==> config.mk <==
export PLATFORM = sky130hd
export DESIGN_NAME = permutation_cycle_decomposer
export DESIGN_NICKNAME = d
export VERILOG_FILES = /design/src/rtl/pcd_pkg.sv /design/src/rtl/permutation_cycle_decomposer.sv
export VERILOG_INCLUDE_DIRS = /design/src /design/src/rtl
export SDC_FILE = /design/constraint.sdc
export NUM_CORES = 1
export LEC_CHECK = 0
export BUFFER_PORTS_ARGS = -buffer_cell sky130_fd_sc_hd__buf_2
export CORE_ASPECT_RATIO = 1.1
export CORE_MARGIN = 1
export CORE_UTILIZATION = 25
export CTS_CLUSTER_SIZE = 25
export DETAILED_ROUTE_END_ITERATION = 8
export GPL_TIMING_DRIVEN = 0
export PLACE_DENSITY_LB_ADDON = 0.2
export SETUP_SLACK_MARGIN = 0.15
export SYNTH_ARGS = -nofsm -noshare
export SYNTH_HDL_FRONTEND = slang
export SYNTH_SLANG_ARGS = --single-unit
export TNS_END_PERCENT = 10
==> constraint.sdc <==
create_clock -name clk -period 3.3 [get_ports clk]
set_clock_uncertainty 0.15 [all_clocks]
set_input_delay 0.66 -clock clk [delete_from_list [all_inputs] [get_ports clk]]
set_output_delay 0.66 -clock clk [all_outputs]
set_load 0.01 [all_outputs]
==> src/rtl/permutation_cycle_decomposer_macros.svh <==
// Assertion macros for the permutation cycle decomposer
`ifndef PERMUTATION_CYCLE_DECOMPOSER_MACROS_SVH
`define PERMUTATION_CYCLE_DECOMPOSER_MACROS_SVH

`ifndef ASSERT_OFF
// checked outside reset
`define PCD_ASSERT(lbl, prop) \
  lbl: assert property (@(posedge clk) disable iff (!rst_n) prop) \
    else $error("pcd assertion failed");
// checked at every edge, reset included
`define PCD_ASSERT_ALWAYS(lbl, prop) \
  lbl: assert property (@(posedge clk) prop) \
    else $error("pcd assertion failed");
`else
`define PCD_ASSERT(lbl, prop)
`define PCD_ASSERT_ALWAYS(lbl, prop)
`endif

`endif

==> src/rtl/pcd_pkg.sv <==
// Shared types, sizes and helpers of the permutation cycle decomposer
package pcd_pkg;

  localparam int MAX_POINTS = 64;
  localparam int ADDR_W     = $clog2(MAX_POINTS);
  localparam int PT_W       = 7;
  localparam int CYC_W      = 6;

  typedef logic [PT_W-1:0]   point_t;
  typedef logic [CYC_W-1:0]  cyc_t;
  typedef logic [ADDR_W-1:0] addr_t;

  // size register as the run sees it: zero acts as one, clipped to the store depth
  function automatic point_t eff_size(input point_t s);
    point_t r;
    if (s == '0) begin
      r = PT_W'(1);
    end else if (s > PT_W'(MAX_POINTS)) begin
      r = PT_W'(MAX_POINTS);
    end else begin
      r = s;
    end
    return r;
  endfunction

endpackage

==> src/rtl/permutation_cycle_decomposer.sv <==
// Permutation cycle decomposer: image loader, range check and cycle walker
//
//  channel | dir | handshake          | payload
//  --------+-----+--------------------+-------------------------------------------
//  in_     | in  | in_valid/in_stall  | in_image
//  out_    | out | out_valid/out_stall| element, cycle_idx, cycle_end, last, error
//  cfg_    | in  | cfg_valid/cfg_ready| cfg_perm_size
//
// Each image beat is taken while loading. The beat that closes a run starts a range
// check, one image store read and one evaluation per point, then a decide step.
// The walk does a store read and an evaluation per emitted point, plus a scan step per
// start position looked at (at most n). The input is held off from the closing beat
// until the run's last result or its error is issued, and out_stall can hold it off longer.
// Synchronous active-low reset. The final result may wait while the next run loads.
`include "permutation_cycle_decomposer_macros.svh"

module permutation_cycle_decomposer (
  input  logic            clk,
  input  logic            rst_n,
  input  logic            in_valid,
  output logic            in_stall,
  input  pcd_pkg::point_t in_image,
  output logic            out_valid,
  input  logic            out_stall,
  output pcd_pkg::point_t out_element,
  output pcd_pkg::cyc_t   out_cycle_idx,
  output logic            out_cycle_end,
  output logic            out_last,
  output logic            out_error,
  input  logic            cfg_valid,
  output logic            cfg_ready,
  input  pcd_pkg::point_t cfg_perm_size
);
  import pcd_pkg::*;

  typedef enum logic [2:0] {
    ST_LOAD,
    ST_CHK_RD,
    ST_CHK_EV,
    ST_CHK_DONE,
    ST_SCAN,
    ST_WALK_RD,
    ST_WALK_EV
  } state_t;

  state_t                state_r, state_nxt;
  point_t                perm_size_r, perm_size_nxt;
  point_t                load_cnt_r, load_cnt_nxt;
  logic                  range_err_r, range_err_nxt;
  point_t                ptr_r, ptr_nxt;
  addr_t                 cur_r, cur_nxt;
  cyc_t                  cyc_r, cyc_nxt;
  point_t                emit_cnt_r, emit_cnt_nxt;
  logic [MAX_POINTS-1:0] visited_r, visited_nxt;

  logic                  out_valid_r, out_valid_nxt;
  point_t                out_element_r, out_element_nxt;
  cyc_t                  out_cyc_r, out_cyc_nxt;
  logic                  out_cend_r, out_cend_nxt;
  logic                  out_last_r, out_last_nxt;
  logic                  out_err_r, out_err_nxt;

  // image store
  point_t                mem [MAX_POINTS];
  point_t                mem_q_r;
  logic                  mem_we;
  addr_t                 mem_waddr;
  addr_t                 mem_raddr;

  point_t                n;
  point_t                cnt_inc;
  logic                  out_free;
  addr_t                 nxt_pt;
  logic                  hit;
  logic                  is_last;

  assign n         = eff_size(perm_size_r);
  assign out_free  = !out_valid_r || !out_stall;
  assign cnt_inc   = load_cnt_r + PT_W'(1);
  assign nxt_pt    = ADDR_W'(mem_q_r - PT_W'(1));
  assign hit       = visited_r[nxt_pt];
  assign is_last   = (emit_cnt_r == (n - PT_W'(1)));
  assign mem_waddr = load_cnt_r[ADDR_W-1:0];
  assign mem_raddr = (state_r == ST_CHK_RD) ? ptr_r[ADDR_W-1:0] : cur_r;

  assign in_stall         = (state_r != ST_LOAD);
  assign cfg_ready        = 1'b1;
  assign out_valid        = out_valid_r;
  assign out_element      = out_element_r;
  assign out_cycle_idx    = out_cyc_r;
  assign out_cycle_end    = out_cend_r;
  assign out_last         = out_last_r;
  assign out_error        = out_err_r;

  always_comb begin
    state_nxt       = state_r;
    perm_size_nxt   = perm_size_r;
    load_cnt_nxt    = load_cnt_r;
    range_err_nxt   = range_err_r;
    ptr_nxt         = ptr_r;
    cur_nxt         = cur_r;
    cyc_nxt         = cyc_r;
    emit_cnt_nxt    = emit_cnt_r;
    visited_nxt     = visited_r;
    out_valid_nxt   = out_valid_r && out_stall;
    out_element_nxt = out_element_r;
    out_cyc_nxt     = out_cyc_r;
    out_cend_nxt    = out_cend_r;
    out_last_nxt    = out_last_r;
    out_err_nxt     = out_err_r;
    mem_we          = 1'b0;

    if (cfg_valid) begin
      perm_size_nxt = cfg_perm_size;
    end

    unique case (state_r)
      ST_LOAD: begin
        if (in_valid) begin
          if (in_image == '0 || in_image > n) begin
            range_err_nxt = 1'b1;
          end
          mem_we = (load_cnt_r < PT_W'(MAX_POINTS));
          if (cnt_inc >= n) begin
            load_cnt_nxt = '0;
            ptr_nxt      = '0;
            visited_nxt  = '0;
            state_nxt    = ST_CHK_RD;
          end else begin
            load_cnt_nxt = cnt_inc;
          end
        end
      end
      ST_CHK_RD: begin
        state_nxt = ST_CHK_EV;
      end
      ST_CHK_EV: begin
        if (mem_q_r == '0 || mem_q_r > n) begin
          range_err_nxt = 1'b1;
        end
        if (ptr_r + PT_W'(1) >= n) begin
          ptr_nxt   = '0;
          state_nxt = ST_CHK_DONE;
        end else begin
          ptr_nxt   = ptr_r + PT_W'(1);
          state_nxt = ST_CHK_RD;
        end
      end
      ST_CHK_DONE: begin
        if (range_err_r) begin
          if (out_free) begin
            out_valid_nxt   = 1'b1;
            out_element_nxt = '0;
            out_cyc_nxt     = '0;
            out_cend_nxt    = 1'b0;
            out_last_nxt    = 1'b1;
            out_err_nxt     = 1'b1;
            range_err_nxt   = 1'b0;
            state_nxt       = ST_LOAD;
          end
        end else begin
          cyc_nxt      = '0;
          emit_cnt_nxt = '0;
          state_nxt    = ST_SCAN;
        end
      end
      ST_SCAN: begin
        // one visited point skipped per cycle
        if (visited_r[ptr_r[ADDR_W-1:0]]) begin
          ptr_nxt = ptr_r + PT_W'(1);
        end else begin
          visited_nxt[ptr_r[ADDR_W-1:0]] = 1'b1;
          cur_nxt   = ptr_r[ADDR_W-1:0];
          state_nxt = ST_WALK_RD;
        end
      end
      ST_WALK_RD: begin
        state_nxt = ST_WALK_EV;
      end
      ST_WALK_EV: begin
        if (out_free) begin
          out_valid_nxt   = 1'b1;
          out_element_nxt = PT_W'(cur_r) + PT_W'(1);
          out_cyc_nxt     = cyc_r;
          out_cend_nxt    = hit;
          out_last_nxt    = is_last;
          out_err_nxt     = 1'b0;
          emit_cnt_nxt    = emit_cnt_r + PT_W'(1);
          if (is_last) begin
            ptr_nxt     = '0;
            visited_nxt = '0;
            state_nxt   = ST_LOAD;
          end else if (hit) begin
            cyc_nxt   = cyc_r + CYC_W'(1);
            ptr_nxt   = ptr_r + PT_W'(1);
            state_nxt = ST_SCAN;
          end else begin
            visited_nxt[nxt_pt] = 1'b1;
            cur_nxt   = nxt_pt;
            state_nxt = ST_WALK_RD;
          end
        end
      end
      default: begin
        state_nxt = ST_LOAD;
      end
    endcase
  end

  always_ff @(posedge clk) begin
    if (!rst_n) begin
      state_r     <= ST_LOAD;
      perm_size_r <= PT_W'(MAX_POINTS);
      load_cnt_r  <= '0;
      range_err_r <= 1'b0;
      ptr_r       <= '0;
      cur_r       <= '0;
      cyc_r       <= '0;
      emit_cnt_r  <= '0;
      visited_r   <= '0;
      out_valid_r <= 1'b0;
    end else begin
      state_r     <= state_nxt;
      perm_size_r <= perm_size_nxt;
      load_cnt_r  <= load_cnt_nxt;
      range_err_r <= range_err_nxt;
      ptr_r       <= ptr_nxt;
      cur_r       <= cur_nxt;
      cyc_r       <= cyc_nxt;
      emit_cnt_r  <= emit_cnt_nxt;
      visited_r   <= visited_nxt;
      out_valid_r <= out_valid_nxt;
    end
    out_element_r <= out_element_nxt;
    out_cyc_r     <= out_cyc_nxt;
    out_cend_r    <= out_cend_nxt;
    out_last_r    <= out_last_nxt;
    out_err_r     <= out_err_nxt;
  end

  always_ff @(posedge clk) begin
    if (mem_we) begin
      mem[mem_waddr] <= in_image;
    end
    mem_q_r <= mem[mem_raddr];
  end

  `PCD_ASSERT_ALWAYS(a_rst_no_out, !rst_n |=> !out_valid)
  `PCD_ASSERT(a_err_is_last, out_valid && out_error |-> out_last && out_element == '0)
  `PCD_ASSERT(a_last_closes, out_valid && out_last && !out_error |-> out_cycle_end)
  `PCD_ASSERT(a_elem_nonzero, out_valid && !out_error |-> out_element != '0)
  `PCD_ASSERT(a_no_load_busy, state_r != ST_LOAD |-> in_stall)

endmodule
Word-level counts from Yosys, hierarchy flattened
Memory sizes are Yosys's and may differ from the RTL's. A register that Yosys moved wholly into a read port is not among the register bits.
Cells that the tools add are included.

word-level totals
  word-level logic and storage cells = 165
  memories kept = 1
  bits in registers = 125
  bits in writable memories = 448
  input bits = 19

memories
  name  words  bits a word  read ports  clocked after Yosys merged registers in  write ports  line                                source
  mem   64     7            1           1                                        1            permutation_cycle_decomposer.sv:64  point_t mem [MAX_POINTS];

cells by class
  mux-type cells = 80
  equal/unequal tests = 23
  order comparisons = 10
  bitwise operators = 2
  $add $sub $neg = 7
  reduce and logical (&&, ||, !) cells = 27

operators with widths
  operator             count
  $mux 64              6
  $pmux 64 s3          1
  $or 64x64->64        2
  $mux 7               15
  $mux 6               12
  $pmux 6 s2           3
  $pmux 7 s2           2
  $pmux 7 s4           1
  $ne 2x2->1 const B   13
  $mux 1               22
  $add 7x1->7 const B  3
  $logic_not 7->1      3
  $mux 3               7
  $pmux 3 s7           1
  $reduce_and 5->1     3
  $ge 7x7->1           2
  $gt 7x7->1           2
  $lt 6x7->1 const B   2
  $bmux 1 s6           2
  $demux 1 s6          2
  $ge 6x1->1 const B   2
  $reduce_and 6->1     2
  $eq 3x3->1 const B   3
  $ne 3x3->1 const B   3
  22 further kinds     35

Depth between registers and ports, before layout
Gate-level depths: netlist (run 1).

  word-level depth = 10
  gate-level depth with buffers = 16
  mapped depth without buffers = 13

Worst setup path before layout (run 1)
OpenSTA, ideal clock, no wires.

  path kind = register to register
  from = register ptr_r[2]
  to = register ptr_r[2]
  required time = 3.091 ns
  setup time = 0.059 ns
  arrival = 3.178 ns
  buffers on the path = 5
  slack = -0.087 ns
  stages on the path, launching flop included = 16
  cell sequence = dfxtp_1 > buf_2 > buf_4 > buf_2 > buf_2 > nand3_1 > buf_4 > xnor2_1 > ha_1 > or4_1 > a211oi_1 > or3_1 > a21oi_1 > a21oi_1 > nor3b_1 > o31a_1

between the ends
  word-level cells in the longest chain between the ends = 5
  elaborated cells on any way between the ends = 12
  those cells by class = 1 x add/sub; 1 x order compare; 1 x eq/ne; 8 x mux; 1 x reduce/logical

ends and longest elaborated chain
  element                                                              line                                 source
  from (decl)                                                          permutation_cycle_decomposer.sv:50   point_t ptr_r, ptr_nxt;
  from (signal assigned)                                               permutation_cycle_decomposer.sv:227  ptr_r <= ptr_nxt;
  parallel branches: the longest is 5 deep, another holds $add 7x1->7  -

Parallel ways; which one is timed is not known. The select of a mux whose other input is x is not followed.
A chain may end at the register's enable or synchronous reset.

Final worst setup path (run 1)
  from = register mem_q_r[0], read port of mem
  to = register ptr_r[2]

between the ends
  word-level cells in the longest chain between the ends = 5

ends and longest elaborated chain
  element                            line                                source
  from (decl)                        permutation_cycle_decomposer.sv:65  point_t mem_q_r;
  $sub 6x1->6                        permutation_cycle_decomposer.sv:80  assign nxt_pt = ADDR_W'(mem_q_r - PT_W'(1));
  $bmux 1 s6                         permutation_cycle_decomposer.sv:81  assign hit = visited_r[nxt_pt];
  $mux 1 (not written as such)       permutation_cycle_decomposer.sv:81
  $ne 3x3->1 (no source line)        -
  $reduce_and 6->1 (no source line)  -

No other way between the ends. The select of a mux whose other input is x is not followed.

==> results of run 1 <==
[cell type report]
class                      instances  area [sq um]
buffer                           144          1207
clock buffer                      79          1868
clock inverter                    54         655.6
fill                           10450         71350
inverter                          26         105.1
multi-input combinational       1369         10370
sequential                       580         16290
tap                             1386          1734
timing repair buffer              97         837.1
[stage by stage]
step | area, sq um | worst slack (ps)
2_1_floorplan | 26530 | 154.4
3_3_place_gp | 28440 | -1332
3_5_place_dp | 28530 | -1408
4_1_cts | 32450 | -48.66
5_1_grt | 33060 | -103.0
6_report | 33060 | 26.27
[Yosys cell counts, types with 9 or more instances]
| cell | number | share of area, % |
|---|---|---|
| nand3b_1 | 9 | 0.26 |
| a21oi_1 | 29 | 0.55 |
| mux4_2 | 64 | 5.5 |
| nand3_1 | 149 | 2.8 |
| o211ai_1 | 10 | 0.28 |
| a311oi_1 | 30 | 0.99 |
| clkbuf_1 | 68 | 0.97 |
| o22ai_1 | 72 | 1.7 |
| and3_1 | 38 | 0.90 |
| dfxtp_1 | 116 | 8.8 |
| buf_6 | 12 | 0.51 |
| mux2_2 | 20 | 0.85 |
| nor2_1 | 121 | 1.7 |
| nor3b_1 | 14 | 0.40 |
| inv_1 | 24 | 0.34 |
| a22o_1 | 65 | 2.2 |
| buf_2 | 41 | 0.78 |
| ha_1 | 35 | 1.7 |
| nand2b_1 | 12 | 0.28 |
| a311o_1 | 28 | 1.1 |
| nor3_1 | 24 | 0.45 |
| xor2_1 | 10 | 0.33 |
| edfxtp_1 | 464 | 53 |
| buf_1 | 16 | 0.23 |
| mux2i_1 | 38 | 1.4 |
| nand2_1 | 371 | 5.3 |
| nand4_1 | 15 | 0.35 |
| nor2b_1 | 31 | 0.73 |
| or3_1 | 13 | 0.31 |
| xnor2_1 | 11 | 0.36 |
| o21ai_0 | 21 | 0.40 |
[metal layers]
metal | track usage (%) | wire length, um
met1 | 20.17 | 36840
met2 | 27.88 | 43500
met3 | 2.569 | 4030
met4 | 6.383 | 3168
met5 | 0 | 0
[what timing repair did]
item / CTS / global route
cloned: 2 / 0
pin swaps: 44 / 64
setup buffers: 37 / 20
hold buffers: 0 / 0
endpoints found under the setup margin: 545 / 525
hold endpoints to repair: 0 / 0
resized for setup: 294 / 117
[critical path, cell delays in order (launching register included)]
cell and delay (ps):
dfxtp_4 370, inv_4 40, clkbuf_16 140, ha_4 170
buf_8 120, xor2_4 240, mux4_2 550, a2bb2oi_2 150
a211o_4 380, buf_4 150, o21ai_2 280, a21oi_1 110
o31a_1 280
[worst max-delay path by stage]
stage                                      startpoint                         end  depth (start not counted)  slack, ps
after CTS                     state_r[0]$_SDFFE_PN0P_        mem[36][3]$_DFFE_PP_                          6        -50
final                              mem_q_r[0]$_DFF_P_       ptr_r[2]$_SDFFE_PN0P_                         12         30
after global placement        state_r[2]$_SDFFE_PN0P_          mem_q_r[0]$_DFF_P_                         10      -1330
after floorplan           perm_size_r[6]$_SDFFE_PN1P_  visited_r[10]$_SDFFE_PN0P_                         15        150
after detailed placement      state_r[2]$_SDFFE_PN0P_          mem_q_r[0]$_DFF_P_                         10      -1410
after global routing      perm_size_r[6]$_SDFFE_PN1P_   visited_r[7]$_SDFFE_PN0P_                         17       -100
[registers in the layout, indices dropped and copies added, names as in the netlist, 7 cells and up]
signal,count
emit_cnt_r,7
perm_size_r,7
mem,448
visited_r,64
ptr_r,7
out_element,7
mem_q_r,7
load_cnt_r,7
[logic make-up after synthesis]
kind of cell | Yosys count
compound gates | 352
xor+xnor | 23
fa+ha+maj | 35
buf+inv | 174
flops | 580
mux | 124
other cells | 1
simple gates | 833
[where the power goes]
group	leakage (nW)	internal [mW]	switching, mW	total [mW]
logic	4.79	0.873	1.19	2.06
registers	5.13	7.94	0.0534	7.99
clock network	1.24	4.95	3.38	8.33
==> impl_metrics.py, run 1 <==
metrics = {
    "outcome": {
        "outcome": "finished, final reports clean",
    },
    "clocking": {
        "clockRootBuffer": "clkbuf_16",
        "clk_latency_ps": 650,
        "clkSinkCount": 580,
        "cts_tree": "built",
        "ctsLongestPathBuffers": 3,
        "numCtsBuffers": 72,
        "cts.htree.levels": 3,
        "path_clk_slew_ps": 60,
    },
    "cells_and_area": {
        "area_delta_synth_final_pct": 25.02,
        "diodes": 0,
        "fin_util_pct": 31.66,
        "fin_nets": 2344,
        "instances_no_fill": 3735,
        "final_cell_mix": "464 x edfxtp_1, 366 x nand2_1, 132 x nand3_1",
        "drive_gt1_share_pct": 26.48,
        "layout_commonest_cell": "edfxtp_1",
    },
    "power": {
        "leakage_nw": 11.15,
        "max-vdd-ir-drop_v": 0.0004000,
        "power_mw": 18.39,
        "pwr_density_cell_mw_per_mm2": 556.1,
    },
    "setup_path": {
        "cp.required_ps": 3670,
        "crit_fanout": 5,
        "reg2reg_from": "mem_q_r[0]$_DFF_P_",
        "r2r_end": "ptr_r[2]$_SDFFE_PN0P_",
        "ff2ff_setup_slack_ps": 30,
        "critPathKind": "flip-flop to flip-flop",
        "critPathCaptureType": "flip-flop",
        "critPathLaunchType": "flip-flop",
        "crit_arrival_ps": 3640,
        "r2r_cells": 12,
    },
    "routing": {
        "antenna_left": 0,
        "vias_per_cell": 5.002,
        "vias": 18680,
        "wl_per_cell_um": 23.44,
        "post-route-drc-count": 0,
        "firstDrtPassIters": 5,
        "drtIter0Drc": 1567,
        "wl_um": 87550,
    },
    "floorplan": {
        "initial_utilization_pct": 25.33,
        "coreArea_sq_mm": 0.1044,
        "die_y_um": 343.1,
        "die-width_um": 312.1,
        "placementRows": 124,
        "io_pins": 38,
        "die-area_sq_mm": 0.1071,
    },
    "synth": {
        "synth_cell_types": 96,
        "synth_edf_count": 464,
        "synth_top_family_by_area": "simple AND/OR/NAND/NOR gates",
        "async_reset_ff_share_pct": 0,
        "synth.area.mux_share_pct": 7.826,
        "synthSimpleGateAreaFrac_pct": 14.61,
        "synth_compound_area_share_pct": 10.32,
        "ys.flop_type": "edfxtp_1",
        "synth_xor_area_share_pct": 0.9037,
        "synthAdderAreaFrac_pct": 1.656,
        "yosysSeqAreaShare_pct": 61.47,
        "synth_nets": 2176,
        "synth_warnings": 0,
        "syn-cell-area_sq_mm": 0.02645,
        "syn_inst": 2122,
        "ys_ff_latch": 580,
        "syn_avg_cell_area_sq_um": 12.46,
    },
    "sta": {
        "fin_crit_ps": 3274,
        "setup_viol": 0,
        "hold-worst-slack_ps": 131.3,
        "worstMarginPinSlew_ps": 1327,
        "final.setup.tns_ps": 0,
        "grt_setup_unrepaired": "true",
        "max_freq_mhz": 305.5,
        "fin_crit_sh_pct": 99.20,
        "drv_slew": 0,
        "hold_viol_final": 0,
        "slew_headroom_pct": 10.78,
    },
    "global_routing": {
        "grt_pass1_wl_um": 128300,
        "grt_pass1_vias": 19140,
        "antenna_found_initial": 1,
        "overflow": 0,
        "grt_usage_pct": 16.16,
        "grt_max_degree": 67,
    },
    "min_path": {
        "hp-class": "input port to flip-flop",
        "hold-path-cell-count": 3,
        "min_to": "perm_size_r[6]$_SDFFE_PN1P_",
        "hp-start": "cfg_perm_size[6]",
    },
    "job": {
        "drv_cap": 0,
    },
    "placement": {
        "dp_cells": 3547,
        "placement.io_buffers": 35,
        "routabilityCongestion": 0.9321,
        "hpwlAfterDp_um": 58080,
    },
}
Power figures use the tool's default switching activity.
==> run 2: changes to the inputs <==
--- a/config.mk
+++ b/config.mk
@@ -8,7 +8,7 @@
 export LEC_CHECK = 0
 export BUFFER_PORTS_ARGS = -buffer_cell sky130_fd_sc_hd__buf_2
 export CORE_ASPECT_RATIO = 1.1
-export CORE_MARGIN = 1
+export CORE_MARGIN = 3
 export CORE_UTILIZATION = 25
 export CTS_CLUSTER_SIZE = 25
 export DETAILED_ROUTE_END_ITERATION = 8
==> impl_metrics.py, run 2 (same netlist as run 1, synthesis figures left out) <==
metrics = {
    "outcome": {
        "outcome": "finished, violations left",
        "failed_checks": "setup timing",
    },
    "clocking": {
        "postCtsHoldBufs": 0,
        "path_clk_slew_ps": 60,
        "ctsLongestPathBuffers": 3,
        "clk_latency_ps": 630,
        "cts_tree": "built",
        "clkSinkCount": 580,
        "clockRootBuffer": "clkbuf_16",
        "cts.htree.levels": 3,
        "numCtsBuffers": 68,
    },
    "routing": {
        "drtIter0Drc": 1523,
        "post-route-drc-count": 0,
        "wl_per_cell_um": 23.63,
        "antenna_left": 0,
        "vias_per_cell": 5.014,
        "firstDrtPassIters": 6,
        "wl_um": 88180,
        "vias": 18710,
    },
    "global_routing": {
        "grt_pass1_wl_um": 128800,
        "antenna_found_initial": 1,
        "grt_max_degree": 67,
        "grt_pass1_vias": 18880,
        "overflow": 0,
        "grt_usage_pct": 15.76,
    },
    "setup_path": {
        "crit_arrival_ps": 3780,
        "worst-path-buf-inv": 7,
        "crit_fanout": 8,
        "cp.required_ps": 3700,
        "critPathLaunchType": "flip-flop",
        "reg2reg_from": "perm_size_r[5]$_SDFFE_PN0P_",
        "max_stage_delay_ps": 360,
        "critPathCaptureType": "flip-flop",
        "critPathKind": "flip-flop to flip-flop",
        "crit_path_cell_trace": "nor4_4, a22oi_2, ha_2, buf_8, nor3b_4, a211oi_2, mux2i_1, nor4_2, buf_4, buf_6, buf_6, a21oi_4, a21oi_4, buf_12, buf_12, buf_8, a22o_1",
        "cp_top_family": "buffers and inverters",
        "cp_slowest_cell": "dfxtp_4",
        "startpoint": "perm_size_r[5]$_SDFFE_PN0P_",
    },
    "cells_and_area": {
        "nFillCells": 10480,
        "multiInputGateArea_sq_mm": 0.01041,
        "fin_nets": 2346,
        "drive_gt1_share_pct": 25.33,
        "area_delta_synth_final_pct": 24.41,
        "reg_top3": "mem (448), visited_r (64)",
        "final-seq-area_sq_mm": 0.01628,
        "final_cell_mix": "464 x edfxtp_1, 364 x nand2_1, 138 x nand3_1",
        "max_flop_register": "mem",
        "diodes": 0,
        "largest_reg_flops": 448,
        "layout_commonest_cell": "edfxtp_1",
    },
    "sta": {
        "setup_viol": 43,
        "setup_ws_ps": -80.39,
        "fin_crit_sh_pct": 102.4,
        "fin_crit_ps": 3380,
        "max_freq_mhz": 295.8,
        "hold-worst-slack_ps": 129.9,
        "worstMarginPinSlew_ps": 1303,
        "grt_setup_unrepaired": "true",
        "slew_headroom_pct": 12.40,
        "drv_slew": 0,
        "hold_viol_final": 0,
    },
    "power": {
        "max-vdd-ir-drop_v": 0.0004276,
        "pwr_density_cell_mw_per_mm2": 530.2,
        "leakage_nw": 11.02,
        "power_mw": 17.44,
    },
    "placement": {
        "hpwlAfterDp_um": 57970,
        "detailedPlace.worstSlack_ps": -1399,
        "placement.io_buffers": 35,
        "routabilityCongestion": 0.9463,
    },
    "floorplan": {
        "coreArea_sq_mm": 0.1044,
        "die-area_sq_mm": 0.1097,
        "die-width_um": 316.1,
        "io_pins": 38,
        "placementRows": 124,
        "initial_utilization_pct": 25.33,
        "die_y_um": 347.1,
    },
    "min_path": {
        "hp-start": "cfg_perm_size[6]",
        "hp-class": "input port to flip-flop",
    },
    "job": {
        "drv_cap": 0,
    },
}
[run 2: metrics by stage]
stage | cells | cell area (sq um) | utilization [%] | setup TNS [ps]
after floorplan | 2122 | 26530 | - | 0
after global placement | 3543 | 28440 | 27.24 | -203990
after detailed placement | 3546 | 28520 | 27.31 | -211400
after CTS | 3702 | 32000 | 30.65 | -18640
after global routing | 3731 | 32900 | 31.51 | -10300
final | 3731 | 32900 | 31.51 | -1610
[run 2: area by class of cell]
cell class,instances,share of cell area [%]
timing repair buffer,102,3.061
clock inverter,37,1.008
multi-input combinational,1369,31.63
inverter,26,0.3575
tap,1386,5.271
clock buffer,86,5.568
buffer,145,3.617
sequential,580,49.48
[run 2: worst reg2reg max path: cells and delay by family, from the launching register on]
family          cells  cell delay [ps]
simple gates        3              750
compound gates      5              790
flops               1              360
mux                 1              140
buf+inv             7              920
fa+ha+maj           1              210
[run 2: final timing paths]
check / cells past startpoint / end / slack [ps]
max: 17 / visited_r[19]$_SDFFE_PN0P_ / -80
min: 3 / perm_size_r[6]$_SDFFE_PN1P_ / 130
max reg2reg: 17 / visited_r[19]$_SDFFE_PN0P_ / -80
min reg2reg: 2 / ptr_r[6]$_SDFFE_PN0P_ / 320
[run 2: power breakdown]
group | internal, mW | switching, mW
Sequential | 7.94 | 0.0601
Clock | 4.21 | 3.10
Combinational | 0.913 | 1.22
[run 2: what timing repair did]
action,4_1_cts,5_1_grt
buffers inserted,31,26
gates cloned,5,3
pin swaps,20,39
resized for setup,260,167
setup endpoints to repair,544,543
[run 2: per-layer routing]
layer | up-vias | track usage (%) | part of all wire, %
li1 | 8461 | - | -
met1 | 9502 | 20.16 | 42
met2 | 573 | 26.62 | 49
met3 | 173 | 3.014 | 5.1
met4 | 0 | 5.363 | 3.4
met5 | - | 0 | 0
==> run 3: changes to the inputs <==
--- a/config.mk
+++ b/config.mk
@@ -10,11 +10,11 @@
 export CORE_ASPECT_RATIO = 1.1
 export CORE_MARGIN = 3
 export CORE_UTILIZATION = 25
-export CTS_CLUSTER_SIZE = 25
 export DETAILED_ROUTE_END_ITERATION = 8
 export GPL_TIMING_DRIVEN = 0
 export PLACE_DENSITY_LB_ADDON = 0.2
 export SETUP_SLACK_MARGIN = 0.15
+export SLEW_MARGIN = 20
 export SYNTH_ARGS = -nofsm -noshare
 export SYNTH_HDL_FRONTEND = slang
 export SYNTH_SLANG_ARGS = --single-unit
==> constraint.sdc (replaced) <==
create_clock -name clk -period 3.7 [get_ports clk]
set_clock_uncertainty 0.15 [all_clocks]
set_input_delay 0.74 -clock clk [delete_from_list [all_inputs] [get_ports clk]]
set_output_delay 0.74 -clock clk [all_outputs]
set_load 0.01 [all_outputs]
==> impl_metrics.py, run 3 (same netlist as run 1, synthesis figures left out) <==
metrics = {
    "outcome": {
        "outcome": "finished, violations left",
        "failed_checks": "setup timing",
    },
    "sta": {
        "fin_crit_sh_pct": 104.6,
        "slew_headroom_pct": 8.258,
        "grt_setup_unrepaired": "true",
        "drv_slew": 0,
        "setup_viol": 161,
        "setup_ws_ps": -170.8,
        "final.setup.tns_ps": -14620,
        "hold_viol_final": 0,
        "max_freq_mhz": 258.3,
        "fin_crit_ps": 3871,
        "hold-worst-slack_ps": 234.4,
        "worstMarginPinSlew_ps": 1376,
    },
    "routing": {
        "drtIter0Drc": 1545,
        "wl_um": 86450,
        "vias": 18470,
        "antenna_left": 0,
        "vias_per_cell": 5.002,
        "wl_per_cell_um": 23.42,
        "post-route-drc-count": 0,
        "firstDrtPassIters": 5,
    },
    "power": {
        "leakage_nw": 10.61,
        "power_mw": 15.81,
        "pwr_density_cell_mw_per_mm2": 500.0,
        "max-vdd-ir-drop_v": 0.0002662,
    },
    "cells_and_area": {
        "largest_reg_flops": 448,
        "layout_commonest_cell": "edfxtp_1",
        "diodes": 0,
        "final_cell_mix": "464 x edfxtp_1, 370 x nand2_1, 147 x nand3_1",
        "fin_nets": 2304,
        "area_delta_synth_final_pct": 19.54,
        "max_flop_register": "mem",
        "reg_top3": "mem (448), visited_r (64)",
        "drive_gt1_share_pct": 19.99,
    },
    "placement": {
        "routabilityCongestion": 0.9503,
        "placement.io_buffers": 35,
        "hpwlAfterDp_um": 59230,
        "detailedPlace.worstSlack_ps": -953.0,
    },
    "min_path": {
        "hp-class": "input port to flip-flop",
        "hold-path-cell-count": 3,
    },
    "floorplan": {
        "io_pins": 38,
        "coreArea_sq_mm": 0.1044,
        "die_y_um": 347.1,
        "die-width_um": 316.1,
        "placementRows": 124,
        "initial_utilization_pct": 25.33,
        "die-area_sq_mm": 0.1097,
    },
    "setup_path": {
        "critPathCaptureType": "flip-flop",
        "cp.required_ps": 3800,
        "max_stage_delay_ps": 780,
        "cp_slowest_cell": "nand2_1",
        "crit_arrival_ps": 3970,
        "critPathLaunchType": "flip-flop",
        "crit_path_cell_trace": "clkbuf_1, nor3_1, nand2_1, nor3_1, nand2_1, nor2_2",
        "crit_cells": 6,
        "worst-path-buf-inv": 1,
        "cp_top_family": "simple AND/OR/NAND/NOR gates",
        "critPathKind": "flip-flop to flip-flop",
        "r2r_cells": 6,
        "crit_fanout": 10,
    },
    "clocking": {
        "ctsLongestPathBuffers": 3,
        "numCtsBuffers": 70,
        "path_clk_slew_ps": 60,
        "cts.htree.levels": 3,
        "clkSinkCount": 580,
        "postCtsHoldBufs": 0,
        "clk_latency_ps": 630,
        "cts_tree": "built",
        "clockRootBuffer": "clkbuf_16",
    },
    "global_routing": {
        "grt_usage_pct": 15.54,
        "grt_max_degree": 67,
        "grt_pass1_vias": 18630,
        "grt_pass1_wl_um": 126200,
        "overflow": 0,
        "antenna_found_initial": 2,
    },
    "job": {
        "drv_cap": 0,
    },
}
run 3: cell count changes in the layout (fill, tap and decap cells not counted), sizes merged:
cell / change
buf: -54
clkbuf: +12
bufinv: +5
clkinv: -3
a21oi: -1
dlymetal6s2s: +1
inv: +1
run 3: worst paths after layout:
check / startpoint / end / slack [ps]
setup / recovery: state_r[0]$_SDFFE_PN0P_ / mem[12][5]$_DFFE_PP_ / -170
hold reg to reg: cyc_r[5]$_SDFFE_PN0P_ / cyc_r[5]$_SDFFE_PN0P_ / 320
setup reg to reg: state_r[0]$_SDFFE_PN0P_ / mem[12][5]$_DFFE_PP_ / -170
hold / removal: cfg_perm_size[5] / perm_size_r[5]$_SDFFE_PN0P_ / 230
run 3: repair_timing:
| item | 4_1_cts | 5_1_grt |
|---|---|---|
| endpoints found under the setup margin | 390 | 536 |
| hold endpoints to repair | 0 | 0 |
| resized for setup | 107 | 95 |
| setup buffers | 18 | 0 |
| pin swaps | 6 | 2 |
run 3: power breakdown:
part | leakage (nW) | internal [mW] | switching (mW)
Sequential | 5.12 | 7.08 | 0.0458
Clock | 1.16 | 4.29 | 2.85
Combinational | 4.32 | 0.571 | 0.971
Total | 10.6 | 11.9 | 3.86
run 3: layer usage:
layer  GRT usage, %  vias up  share of wire [%]
met5              0        -             0.0093
met4          6.008        2                3.8
met3          2.591      190                5.3
met2          26.44      614                 49
met1          19.67     9318                 42
li1               -     8344                  -
run 3: worst register-to-register path, stage by stage (launching register included):
cell	delay, ps
dfxtp_1	330
clkbuf_1	220
nor3_1	530
nand2_1	360
nor3_1	440
nand2_1	780
nor2_2	690
run 3: through the flow:
stage	utilization [%]	cells	cell area [sq um]
detailed placement	27.27	3548	28480
finish	30.28	3692	31610
floorplan	-	2122	26450
global route	30.28	3692	31610
CTS	30.08	3692	31410
global placement	27.16	3543	28350
run 3: final cells by class:
type                       instances  area, sq um
buffer                           146        944.7
clock buffer                      88         1933
clock inverter                    40        469.2
fill                           10580        72800
inverter                          26        97.59
multi-input combinational       1368         9677
sequential                       580        16260
tap                             1386         1734
timing repair buffer              58        493.0
